$ cat src/rtl/core/cptm_pkg.sv
// shared widths, register indexes, payload structs and helpers
// for the candle pattern tolerance match block; no dependencies
`default_nettype none

package cptm_pkg;

   localparam int PRICE_BITS     = 20;
   localparam int VOL_BITS       = 24;
   localparam int CTOL_BITS      = 16;
   localparam int CTOL_FRAC      = 12;
   localparam int PROD_BITS      = PRICE_BITS + CTOL_BITS;
   localparam int CSR_INDEX_BITS = 1;
   localparam int CSR_DATA_BITS  = 24;

   localparam logic [CSR_INDEX_BITS-1:0] CSR_CANDLE_TOL = CSR_INDEX_BITS'(0);
   localparam logic [CSR_INDEX_BITS-1:0] CSR_VOLUME_TOL = CSR_INDEX_BITS'(1);

   typedef logic [PRICE_BITS-1:0] price_type;
   typedef logic [VOL_BITS-1:0]   vol_type;

   typedef struct packed {
      price_type a_open;
      price_type a_high;
      price_type a_low;
      price_type a_close;
      vol_type   a_volume;
      price_type b_open;
      price_type b_high;
      price_type b_low;
      price_type b_close;
      vol_type   b_volume;
      logic      context_match;
      logic      last;
   } req_type;

   typedef struct packed {
      price_type lo;
      price_type hi;
      price_type gap;
      logic      body_conflict;
      logic      volume_fail;
      logic      context_fail;
      logic      last;
   } feat_type;

   typedef struct packed {
      price_type span;
      price_type gap;
      logic      pass;
   } snap_type;

   function automatic price_type price_max(input price_type x, input price_type y);
      return (x > y) ? x : y;
   endfunction

   function automatic price_type price_min(input price_type x, input price_type y);
      return (x < y) ? x : y;
   endfunction

endpackage

`default_nettype wire

$ cat src/rtl/core/cptm_item.sv
// request register and per-candle feature stage
// depends on cptm_pkg
`default_nettype none

module cptm_item (
   input  logic                                clock,
   input  logic                                reset,
   input  logic                                in_valid,
   output logic                                in_ready,
   input  cptm_pkg::req_type                   in_req,
   input  logic [cptm_pkg::VOL_BITS-1:0]       volume_tol,
   output logic                                out_valid,
   input  logic                                out_ready,
   output cptm_pkg::feat_type                  out_feat
);

   logic               s0_valid_ff, s0_valid_in;
   logic               s1_valid_ff, s1_valid_in;
   cptm_pkg::req_type  req_ff, req_in;
   cptm_pkg::feat_type feat_ff, feat_in, feat_calc;
   logic               s0_ready, s1_ready;
   cptm_pkg::price_type d_open, d_close, d_high, d_low, d_oc, d_hl;
   cptm_pkg::vol_type   d_vol;

   function automatic cptm_pkg::price_type price_absdiff(input cptm_pkg::price_type x,
                                                         input cptm_pkg::price_type y);
      return (x >= y) ? (x - y) : (y - x);
   endfunction

   assign s1_ready = !s1_valid_ff || out_ready;
   assign s0_ready = !s0_valid_ff || s1_ready;
   assign in_ready = s0_ready;

   always_comb begin
      d_open  = price_absdiff(req_ff.a_open,  req_ff.b_open);
      d_close = price_absdiff(req_ff.a_close, req_ff.b_close);
      d_high  = price_absdiff(req_ff.a_high,  req_ff.b_high);
      d_low   = price_absdiff(req_ff.a_low,   req_ff.b_low);
      d_oc    = cptm_pkg::price_max(d_open, d_close);
      d_hl    = cptm_pkg::price_max(d_high, d_low);
      d_vol   = (req_ff.a_volume >= req_ff.b_volume) ? (req_ff.a_volume - req_ff.b_volume)
                                                     : (req_ff.b_volume - req_ff.a_volume);

      feat_calc.lo  = cptm_pkg::price_min(req_ff.a_low,  req_ff.b_low);
      feat_calc.hi  = cptm_pkg::price_max(req_ff.a_high, req_ff.b_high);
      feat_calc.gap = cptm_pkg::price_max(d_oc, d_hl);
      feat_calc.body_conflict =
         ((req_ff.a_open > req_ff.a_close) && (req_ff.b_open < req_ff.b_close)) ||
         ((req_ff.a_open < req_ff.a_close) && (req_ff.b_open > req_ff.b_close));
      feat_calc.volume_fail  = (volume_tol != '0) && (d_vol > volume_tol);
      feat_calc.context_fail = !req_ff.context_match;
      feat_calc.last         = req_ff.last;
   end

   always_comb begin
      s0_valid_in = s0_ready ? in_valid : s0_valid_ff;
      req_in      = (in_valid && s0_ready) ? in_req : req_ff;
      s1_valid_in = s1_ready ? s0_valid_ff : s1_valid_ff;
      feat_in     = (s0_valid_ff && s1_ready) ? feat_calc : feat_ff;
   end

   always_ff @(posedge clock) begin
      if (reset) begin
         s0_valid_ff <= 1'b0;
         s1_valid_ff <= 1'b0;
      end else begin
         s0_valid_ff <= s0_valid_in;
         s1_valid_ff <= s1_valid_in;
      end
   end

   always_ff @(posedge clock) begin
      req_ff  <= req_in;
      feat_ff <= feat_in;
   end

   assign out_valid = s1_valid_ff;
   assign out_feat  = feat_ff;

endmodule

`default_nettype wire

$ cat src/rtl/core/cptm_acc.sv
// running range, worst gap and failure flags of one pattern pair
// depends on cptm_pkg
`default_nettype none

module cptm_acc (
   input  logic               clock,
   input  logic               reset,
   input  logic               in_valid,
   output logic               in_ready,
   input  cptm_pkg::feat_type in_feat,
   output logic               out_valid,
   input  logic               out_ready,
   output cptm_pkg::snap_type out_snap
);

   cptm_pkg::price_type range_min_ff, range_min_in;
   cptm_pkg::price_type range_max_ff, range_max_in;
   cptm_pkg::price_type worst_gap_ff, worst_gap_in;
   logic                body_conflict_ff, body_conflict_in;
   logic                volume_fail_ff, volume_fail_in;
   logic                context_fail_ff, context_fail_in;
   logic                snap_valid_ff, snap_valid_in;
   cptm_pkg::snap_type  snap_ff, snap_in;
   cptm_pkg::price_type new_min, new_max, new_gap;
   logic                new_body, new_vol, new_ctx;
   logic                take;

   assign in_ready = !snap_valid_ff || out_ready;
   assign take     = in_valid && in_ready;

   always_comb begin
      new_min  = cptm_pkg::price_min(range_min_ff, in_feat.lo);
      new_max  = cptm_pkg::price_max(range_max_ff, in_feat.hi);
      new_gap  = cptm_pkg::price_max(worst_gap_ff, in_feat.gap);
      new_body = body_conflict_ff || in_feat.body_conflict;
      new_vol  = volume_fail_ff   || in_feat.volume_fail;
      new_ctx  = context_fail_ff  || in_feat.context_fail;

      range_min_in     = range_min_ff;
      range_max_in     = range_max_ff;
      worst_gap_in     = worst_gap_ff;
      body_conflict_in = body_conflict_ff;
      volume_fail_in   = volume_fail_ff;
      context_fail_in  = context_fail_ff;
      snap_valid_in    = out_ready ? 1'b0 : snap_valid_ff;
      snap_in          = snap_ff;

      if (take && in_feat.last) begin
         // pair complete: hand over the summary and start afresh
         range_min_in     = '1;
         range_max_in     = '0;
         worst_gap_in     = '0;
         body_conflict_in = 1'b0;
         volume_fail_in   = 1'b0;
         context_fail_in  = 1'b0;
         snap_valid_in    = 1'b1;
         snap_in.span     = new_max - new_min;
         snap_in.gap      = new_gap;
         snap_in.pass     = !(new_body || new_vol || new_ctx) && !(new_max < new_min);
      end else if (take) begin
         range_min_in     = new_min;
         range_max_in     = new_max;
         worst_gap_in     = new_gap;
         body_conflict_in = new_body;
         volume_fail_in   = new_vol;
         context_fail_in  = new_ctx;
      end
   end

   always_ff @(posedge clock) begin
      if (reset) begin
         range_min_ff     <= '1;
         range_max_ff     <= '0;
         worst_gap_ff     <= '0;
         body_conflict_ff <= 1'b0;
         volume_fail_ff   <= 1'b0;
         context_fail_ff  <= 1'b0;
         snap_valid_ff    <= 1'b0;
      end else begin
         range_min_ff     <= range_min_in;
         range_max_ff     <= range_max_in;
         worst_gap_ff     <= worst_gap_in;
         body_conflict_ff <= body_conflict_in;
         volume_fail_ff   <= volume_fail_in;
         context_fail_ff  <= context_fail_in;
         snap_valid_ff    <= snap_valid_in;
      end
   end

   always_ff @(posedge clock) begin
      snap_ff <= snap_in;
   end

   assign out_valid = snap_valid_ff;
   assign out_snap  = snap_ff;

endmodule

`default_nettype wire

$ cat src/rtl/core/cptm_judge.sv
// tolerance product stage and final compare into the response register
// depends on cptm_pkg
`default_nettype none

module cptm_judge (
   input  logic                           clock,
   input  logic                           reset,
   input  logic                           in_valid,
   output logic                           in_ready,
   input  cptm_pkg::snap_type             in_snap,
   input  logic [cptm_pkg::CTOL_BITS-1:0] candle_tol,
   output logic                           out_valid,
   input  logic                           out_ready,
   output logic                           out_matched
);

   logic                            prod_valid_ff, prod_valid_in;
   logic [cptm_pkg::PROD_BITS-1:0]  prod_ff, prod_in;
   cptm_pkg::price_type             gap_ff, gap_in;
   logic                            pass_ff, pass_in;
   logic                            rsp_valid_ff, rsp_valid_in;
   logic                            matched_ff, matched_in;
   logic [cptm_pkg::PROD_BITS-1:0]  scaled_gap;
   logic                            prod_ready, rsp_ready_int, load_prod, load_rsp;

   assign rsp_ready_int = !rsp_valid_ff || out_ready;
   assign prod_ready    = !prod_valid_ff || rsp_ready_int;
   assign in_ready      = prod_ready;
   assign load_prod     = in_valid && prod_ready;
   assign load_rsp      = prod_valid_ff && rsp_ready_int;

   assign scaled_gap = cptm_pkg::PROD_BITS'({gap_ff, {cptm_pkg::CTOL_FRAC{1'b0}}});

   always_comb begin
      prod_valid_in = prod_ready ? in_valid : prod_valid_ff;
      prod_in       = load_prod ? (cptm_pkg::PROD_BITS'(in_snap.span) *
                                   cptm_pkg::PROD_BITS'(candle_tol)) : prod_ff;
      gap_in        = load_prod ? in_snap.gap  : gap_ff;
      pass_in       = load_prod ? in_snap.pass : pass_ff;
      rsp_valid_in  = rsp_ready_int ? prod_valid_ff : rsp_valid_ff;
      matched_in    = load_rsp ? (pass_ff && !(scaled_gap > prod_ff)) : matched_ff;
   end

   always_ff @(posedge clock) begin
      if (reset) begin
         prod_valid_ff <= 1'b0;
         rsp_valid_ff  <= 1'b0;
      end else begin
         prod_valid_ff <= prod_valid_in;
         rsp_valid_ff  <= rsp_valid_in;
      end
   end

   always_ff @(posedge clock) begin
      prod_ff    <= prod_in;
      gap_ff     <= gap_in;
      pass_ff    <= pass_in;
      matched_ff <= matched_in;
   end

   assign out_valid   = rsp_valid_ff;
   assign out_matched = matched_ff;

endmodule

`default_nettype wire

$ cat src/rtl/core/candle_pattern_tolerance_match_top.sv
// Candle pattern tolerance match. One request per clock, while req_ready is high, carries
// one candle position of two normalized patterns; the block folds it into a running low,
// high, worst price gap and failure flags, and on a request marked last returns one response
// telling if the pair has no failure flag and fits within range times candle tolerance,
// then starts over for the next pair. A last request's response passes through the request
// register, feature stage, accumulator, product register and response register, each stage
// stalling only when the one after it is full, so requests enter while earlier ones are in
// flight. Write the tolerance registers only while no pair is in flight.
// depends on cptm_pkg, cptm_item, cptm_acc, cptm_judge
`default_nettype none

module candle_pattern_tolerance_match_top (
   input  logic                                clock,
   input  logic                                reset,
   input  logic                                req_valid,
   output logic                                req_ready,
   input  logic [cptm_pkg::PRICE_BITS-1:0]     req_a_open,
   input  logic [cptm_pkg::PRICE_BITS-1:0]     req_a_high,
   input  logic [cptm_pkg::PRICE_BITS-1:0]     req_a_low,
   input  logic [cptm_pkg::PRICE_BITS-1:0]     req_a_close,
   input  logic [cptm_pkg::VOL_BITS-1:0]       req_a_volume,
   input  logic [cptm_pkg::PRICE_BITS-1:0]     req_b_open,
   input  logic [cptm_pkg::PRICE_BITS-1:0]     req_b_high,
   input  logic [cptm_pkg::PRICE_BITS-1:0]     req_b_low,
   input  logic [cptm_pkg::PRICE_BITS-1:0]     req_b_close,
   input  logic [cptm_pkg::VOL_BITS-1:0]       req_b_volume,
   input  logic                                req_context_match,
   input  logic                                req_last,
   output logic                                rsp_valid,
   input  logic                                rsp_ready,
   output logic                                rsp_matched,
   input  logic                                csr_write_en,
   input  logic [cptm_pkg::CSR_INDEX_BITS-1:0] csr_index,
   input  logic [cptm_pkg::CSR_DATA_BITS-1:0]  csr_wdata
);

   logic [cptm_pkg::CTOL_BITS-1:0] candle_tol_ff, candle_tol_in;
   logic [cptm_pkg::VOL_BITS-1:0]  volume_tol_ff, volume_tol_in;
   cptm_pkg::req_type              req_bus;
   cptm_pkg::feat_type             feat;
   cptm_pkg::snap_type             snap;
   logic                           feat_valid, feat_ready, snap_valid, snap_ready;

   always_comb begin
      candle_tol_in = candle_tol_ff;
      volume_tol_in = volume_tol_ff;
      if (csr_write_en) begin
         unique case (csr_index)
            cptm_pkg::CSR_CANDLE_TOL: candle_tol_in = csr_wdata[cptm_pkg::CTOL_BITS-1:0];
            cptm_pkg::CSR_VOLUME_TOL: volume_tol_in = csr_wdata[cptm_pkg::VOL_BITS-1:0];
            default: ;
         endcase
      end
   end

   always_ff @(posedge clock) begin
      if (reset) begin
         candle_tol_ff <= '0;
         volume_tol_ff <= '0;
      end else begin
         candle_tol_ff <= candle_tol_in;
         volume_tol_ff <= volume_tol_in;
      end
   end

   always_comb begin
      req_bus.a_open        = req_a_open;
      req_bus.a_high        = req_a_high;
      req_bus.a_low         = req_a_low;
      req_bus.a_close       = req_a_close;
      req_bus.a_volume      = req_a_volume;
      req_bus.b_open        = req_b_open;
      req_bus.b_high        = req_b_high;
      req_bus.b_low         = req_b_low;
      req_bus.b_close       = req_b_close;
      req_bus.b_volume      = req_b_volume;
      req_bus.context_match = req_context_match;
      req_bus.last          = req_last;
   end

   cptm_item u_item (
      .clock      (clock),
      .reset      (reset),
      .in_valid   (req_valid),
      .in_ready   (req_ready),
      .in_req     (req_bus),
      .volume_tol (volume_tol_ff),
      .out_valid  (feat_valid),
      .out_ready  (feat_ready),
      .out_feat   (feat)
   );

   cptm_acc u_acc (
      .clock     (clock),
      .reset     (reset),
      .in_valid  (feat_valid),
      .in_ready  (feat_ready),
      .in_feat   (feat),
      .out_valid (snap_valid),
      .out_ready (snap_ready),
      .out_snap  (snap)
   );

   cptm_judge u_judge (
      .clock       (clock),
      .reset       (reset),
      .in_valid    (snap_valid),
      .in_ready    (snap_ready),
      .in_snap     (snap),
      .candle_tol  (candle_tol_ff),
      .out_valid   (rsp_valid),
      .out_ready   (rsp_ready),
      .out_matched (rsp_matched)
   );

endmodule

`default_nettype wire

$ cat config.mk
export PLATFORM = sky130hd
export DESIGN_NAME = candle_pattern_tolerance_match_top
export DESIGN_NICKNAME = d
export VERILOG_FILES = /design/src/rtl/core/cptm_pkg.sv /design/src/rtl/core/cptm_item.sv /design/src/rtl/core/cptm_acc.sv /design/src/rtl/core/cptm_judge.sv /design/src/rtl/core/candle_pattern_tolerance_match_top.sv
export SDC_FILE = /design/constraint.sdc
export NUM_CORES = 2
export LEC_CHECK = 0
export BUFFER_PORTS_ARGS = -buffer_cell sky130_fd_sc_hd__buf_4
export CAP_MARGIN = 20
export CORE_UTILIZATION = 55
export CTS_CLUSTER_DIAMETER = 100
export DETAILED_ROUTE_END_ITERATION = 6
export HOLD_SLACK_MARGIN = 0.02
export MAX_ROUTING_LAYER = met4
export PLACE_DENSITY_LB_ADDON = 0.1
export SYNTH_ARGS = -nofsm -noshare
export SYNTH_HDL_FRONTEND = slang
export SYNTH_SLANG_ARGS = --single-unit
$ cat constraint.sdc
create_clock -name clock -period 14.7 [get_ports clock]
set_clock_uncertainty 0.15 [all_clocks]
set_input_delay 2.94 -clock clock [delete_from_list [all_inputs] [get_ports clock]]
set_output_delay 2.94 -clock clock [all_outputs]
set_load 0.02 [all_outputs]
==> reports/summary.txt <==
Outcome: completed
First DRT Iteration DRCs: 2105
Total CTS buffers: 55
Syn_nets: 5507
# diodes: 0
Clock latency at the later pin of the worst-skew pair: 630 ps
Die ar.: 79100 um2
Post-CTS setup buffers: 0
Comb power frac: 45.6%
Initial antenna violation count: 1
Yosys reg bits: 481
Layout cells sized above 1: 11.2%
Number of setup violations in the final report: 0
Post-CTS Hold Fix Bufs: 0
DR WL/cell: 18.2 um
LEAKAGE: 22.2 nW
Clock sink total: 481
Max Cap Violations: 0
Fmax: 113 MHz
Largest area contributor in the netlist: edfxtp_1
Syn Inst Count: 4474
TritonRoute pass-1 iters: 5
Routed Antenna Nets: 0
Synth Warn #: 0
Switching Share: 37.8%
Syn-to-layout area delta: 11.2%
Synth top area share: 26.1%
RSZ-0062 raised after global routing: false
Critical path fanouts, max: 20
Synth area leaders: edfxtp_1, ha_1, fa_1
Die Wd: 281 um
H-tree Lvls: 2
Sequential power share: 30.2%
Vias in the first global route: 31700
P_sw: 2.20 mW
Number of synthesized flops with an enable pin: 373
Critical Setup Path Class: reg2reg
DRC violations left: 0
Initial Utilization: 55.5%
Commonest non-fill, non-tap cell in the layout: inv_1
Worst min path class: reg2reg
Least-Margin Pin Slew: 1030 ps
First-pass GRT wire length: 167000 um
CP max-delay cell: nand2_1
# IOs: 243
Final worst path period need: 8850 ps
Syn_area_per_cell: 9.59 um2
Slowest stage delay, CP: 640 ps
HPWL after DPL: 82100 um
Vias/cell: 5.56
Max Buffers Root-to-Sink: 3
Internal power: 3.63 mW
Final Wtd Congestion: 0.926
Final hold violation count: 0
Fin Setup TNS: 0 ps
IO buf count: 242
Clock share of power: 24.2%
Synth Flop Type: edfxtp_1
Core footprint: 77300 um2
Resize count post-CTS: 0
Reg-to-Reg End: u_item.out_feat[9]$_DFFE_PP_
Critical Path Source Type: register
Mapped Area: 42900 um2
Critical path startpoint: u_item.req_ff[150]$_DFFE_PP_
Final WL: 104000 um
Clock transition at path regs: 60 ps
Asr flop ratio synth: 0%
Post-synth cell types: 87
Crit path DAT: 9060 ps
GRT Total Usage: 27.4%
Via count: 31900
Capture point of the critical path: u_item.out_feat[9]$_DFFE_PP_
Final period utilization: 60.2%
Post-synthesis sequential area ratio: 31.1%
Most frequent CP cell: o21ai_0
P per Cell Area: 122 nW/um2
Critical Path RT: 14910 ps
Worst r2r src: u_item.req_ff[150]$_DFFE_PP_
Tot Pwr: 5.83 mW
Largest net degree at the start of global routing: 144
Rel. slew slack: 31.1%
Pins over their slew limit: 0
CP Capture Type: register
Clk root buf: clkbuf_16
VDD IR max: 108 uV
CTS tree: built
Reg2reg setup slack: 5850 ps
Die H: 281 um
Total Nets Final: 5688
R2R depth: 38
Most frequent cells in the layout: inv_1, ha_1, nand2_1
Grt ovf: 0
Row count: 102
==> power by group through the flow <==
| stage | combinational [mW] | sequential [mW] | clock, mW |
|---|---|---|---|
| 3_5_place_dp | 2.63 | 1.79 | 0 |
| 2_1_floorplan | 1.96 | 1.75 | 0 |
| 4_1_cts | 2.66 | 1.76 | 1.45 |
| 3_3_place_gp | 2.62 | 1.79 | 0 |
| 5_1_grt | 2.98 | 1.77 | 1.49 |
| 6_report | 2.66 | 1.76 | 1.41 |
==> Yosys cell counts, types with 91 or more instances <==
master / number
a21o_1: 160
a21oi_1: 294
and2_1: 138
clkbuf_1: 137
dfxtp_1: 108
edfxtp_1: 373
fa_1: 261
ha_1: 532
inv_1: 707
mux2i_1: 118
nand2_1: 465
nor2_1: 127
o21ai_0: 223
xnor2_1: 91
==> flip-flops by register name, indices dropped and copies added (netlist names) <==
name	count
u_item.req_ff	209
u_item.out_feat	64
u_acc.out_snap	41
u_judge.prod_ff	36
volume_tol_ff	24
u_acc.range_max_ff	20
u_acc.range_min_ff	20
u_acc.worst_gap_ff	20
u_judge.gap_ff	20
candle_tol_ff	16
u_acc.body_conflict_ff	1
u_acc.context_fail_ff	1
u_acc.out_valid	1
u_acc.volume_fail_ff	1
u_item.feat_calc	1
u_item.out_valid	1
u_item.s0_valid_ff	1
u_judge.out_matched	1
u_judge.out_valid	1
u_judge.pass_ff	1
u_judge.prod_valid_ff	1
==> layer usage <==
layer,vias up,global-route usage [%],part of all wire [%]
met5,-,-,0
met2,783,46.4,49
li1,15600,-,-
met4,0,6.59,2.4
met1,15400,35.4,44
met3,149,2.59,4.4
==> critical path, delay by kind of cell, from the launching register on <==
kind	cells	cell delay, ps
muxes	2	670
buffers and inverters	5	790
AOI/OAI and AO/OA	17	3800
DFF	1	420
xor gates and xnor gates	1	170
and+or+nand+nor	9	1360
adders and majority gates	4	1200
==> area by class of cell <==
| cell class | instances | area [um2] |
|---|---|---|
| fillers | 6749 | 29600 |
| multi-input cells | 3121 | 26300 |
| flip-flops and latches | 481 | 13400 |
| inverters | 707 | 2650 |
| repair buffers | 289 | 2180 |
| clock buffers | 68 | 1530 |
| well taps | 1040 | 1300 |
| clock inverters | 35 | 365 |
==> kinds of logic after synthesis <==
kind of cell | Yosys count | share of synthesized area (%)
simple gates | 1041 | 11.7
compound gates | 965 | 14.4
buf+inv | 872 | 7.74
fa+ha+maj | 795 | 27.7
flops | 481 | 31.1
mux | 186 | 4.55
xor+xnor | 134 | 2.75
==> metrics by stage <==
stage,instances,utilization [%],hold WS [ps],setup slack [ps],instance area [um2]
after global placement,5638,59.2,251,6120,45800
after CTS,5741,61.7,267,5920,47700
after detailed placement,5638,59.2,255,5990,45800
after global routing,5741,61.7,274,5140,47700
final,5741,61.7,263,5850,47700
after floorplan,4474,-,250,4440,42900
==> worst min-delay path by stage <==
| stage | start | to | slack (ps) | depth (start not counted) |
|---|---|---|---|---|
| 6_report | u_acc.out_snap[11]$_DFFE_PP_ | u_judge.gap_ff[10]$_DFFE_PP_ | 260 | 0 |
| 3_5_place_dp | u_acc.out_snap[11]$_DFFE_PP_ | u_judge.gap_ff[10]$_DFFE_PP_ | 250 | 0 |
| 4_1_cts | u_acc.out_snap[16]$_DFFE_PP_ | u_judge.gap_ff[15]$_DFFE_PP_ | 270 | 0 |
| 3_3_place_gp | u_acc.out_snap[19]$_DFFE_PP_ | u_judge.gap_ff[18]$_DFFE_PP_ | 250 | 0 |
| 5_1_grt | u_acc.out_snap[3]$_DFFE_PP_ | u_judge.gap_ff[2]$_DFFE_PP_ | 270 | 0 |
| 2_1_floorplan | u_item.feat_calc[0]$_DFFE_PP_ | u_item.out_feat[0]$_DFFE_PP_ | 250 | 0 |
(Power assumes the default switching activity.)
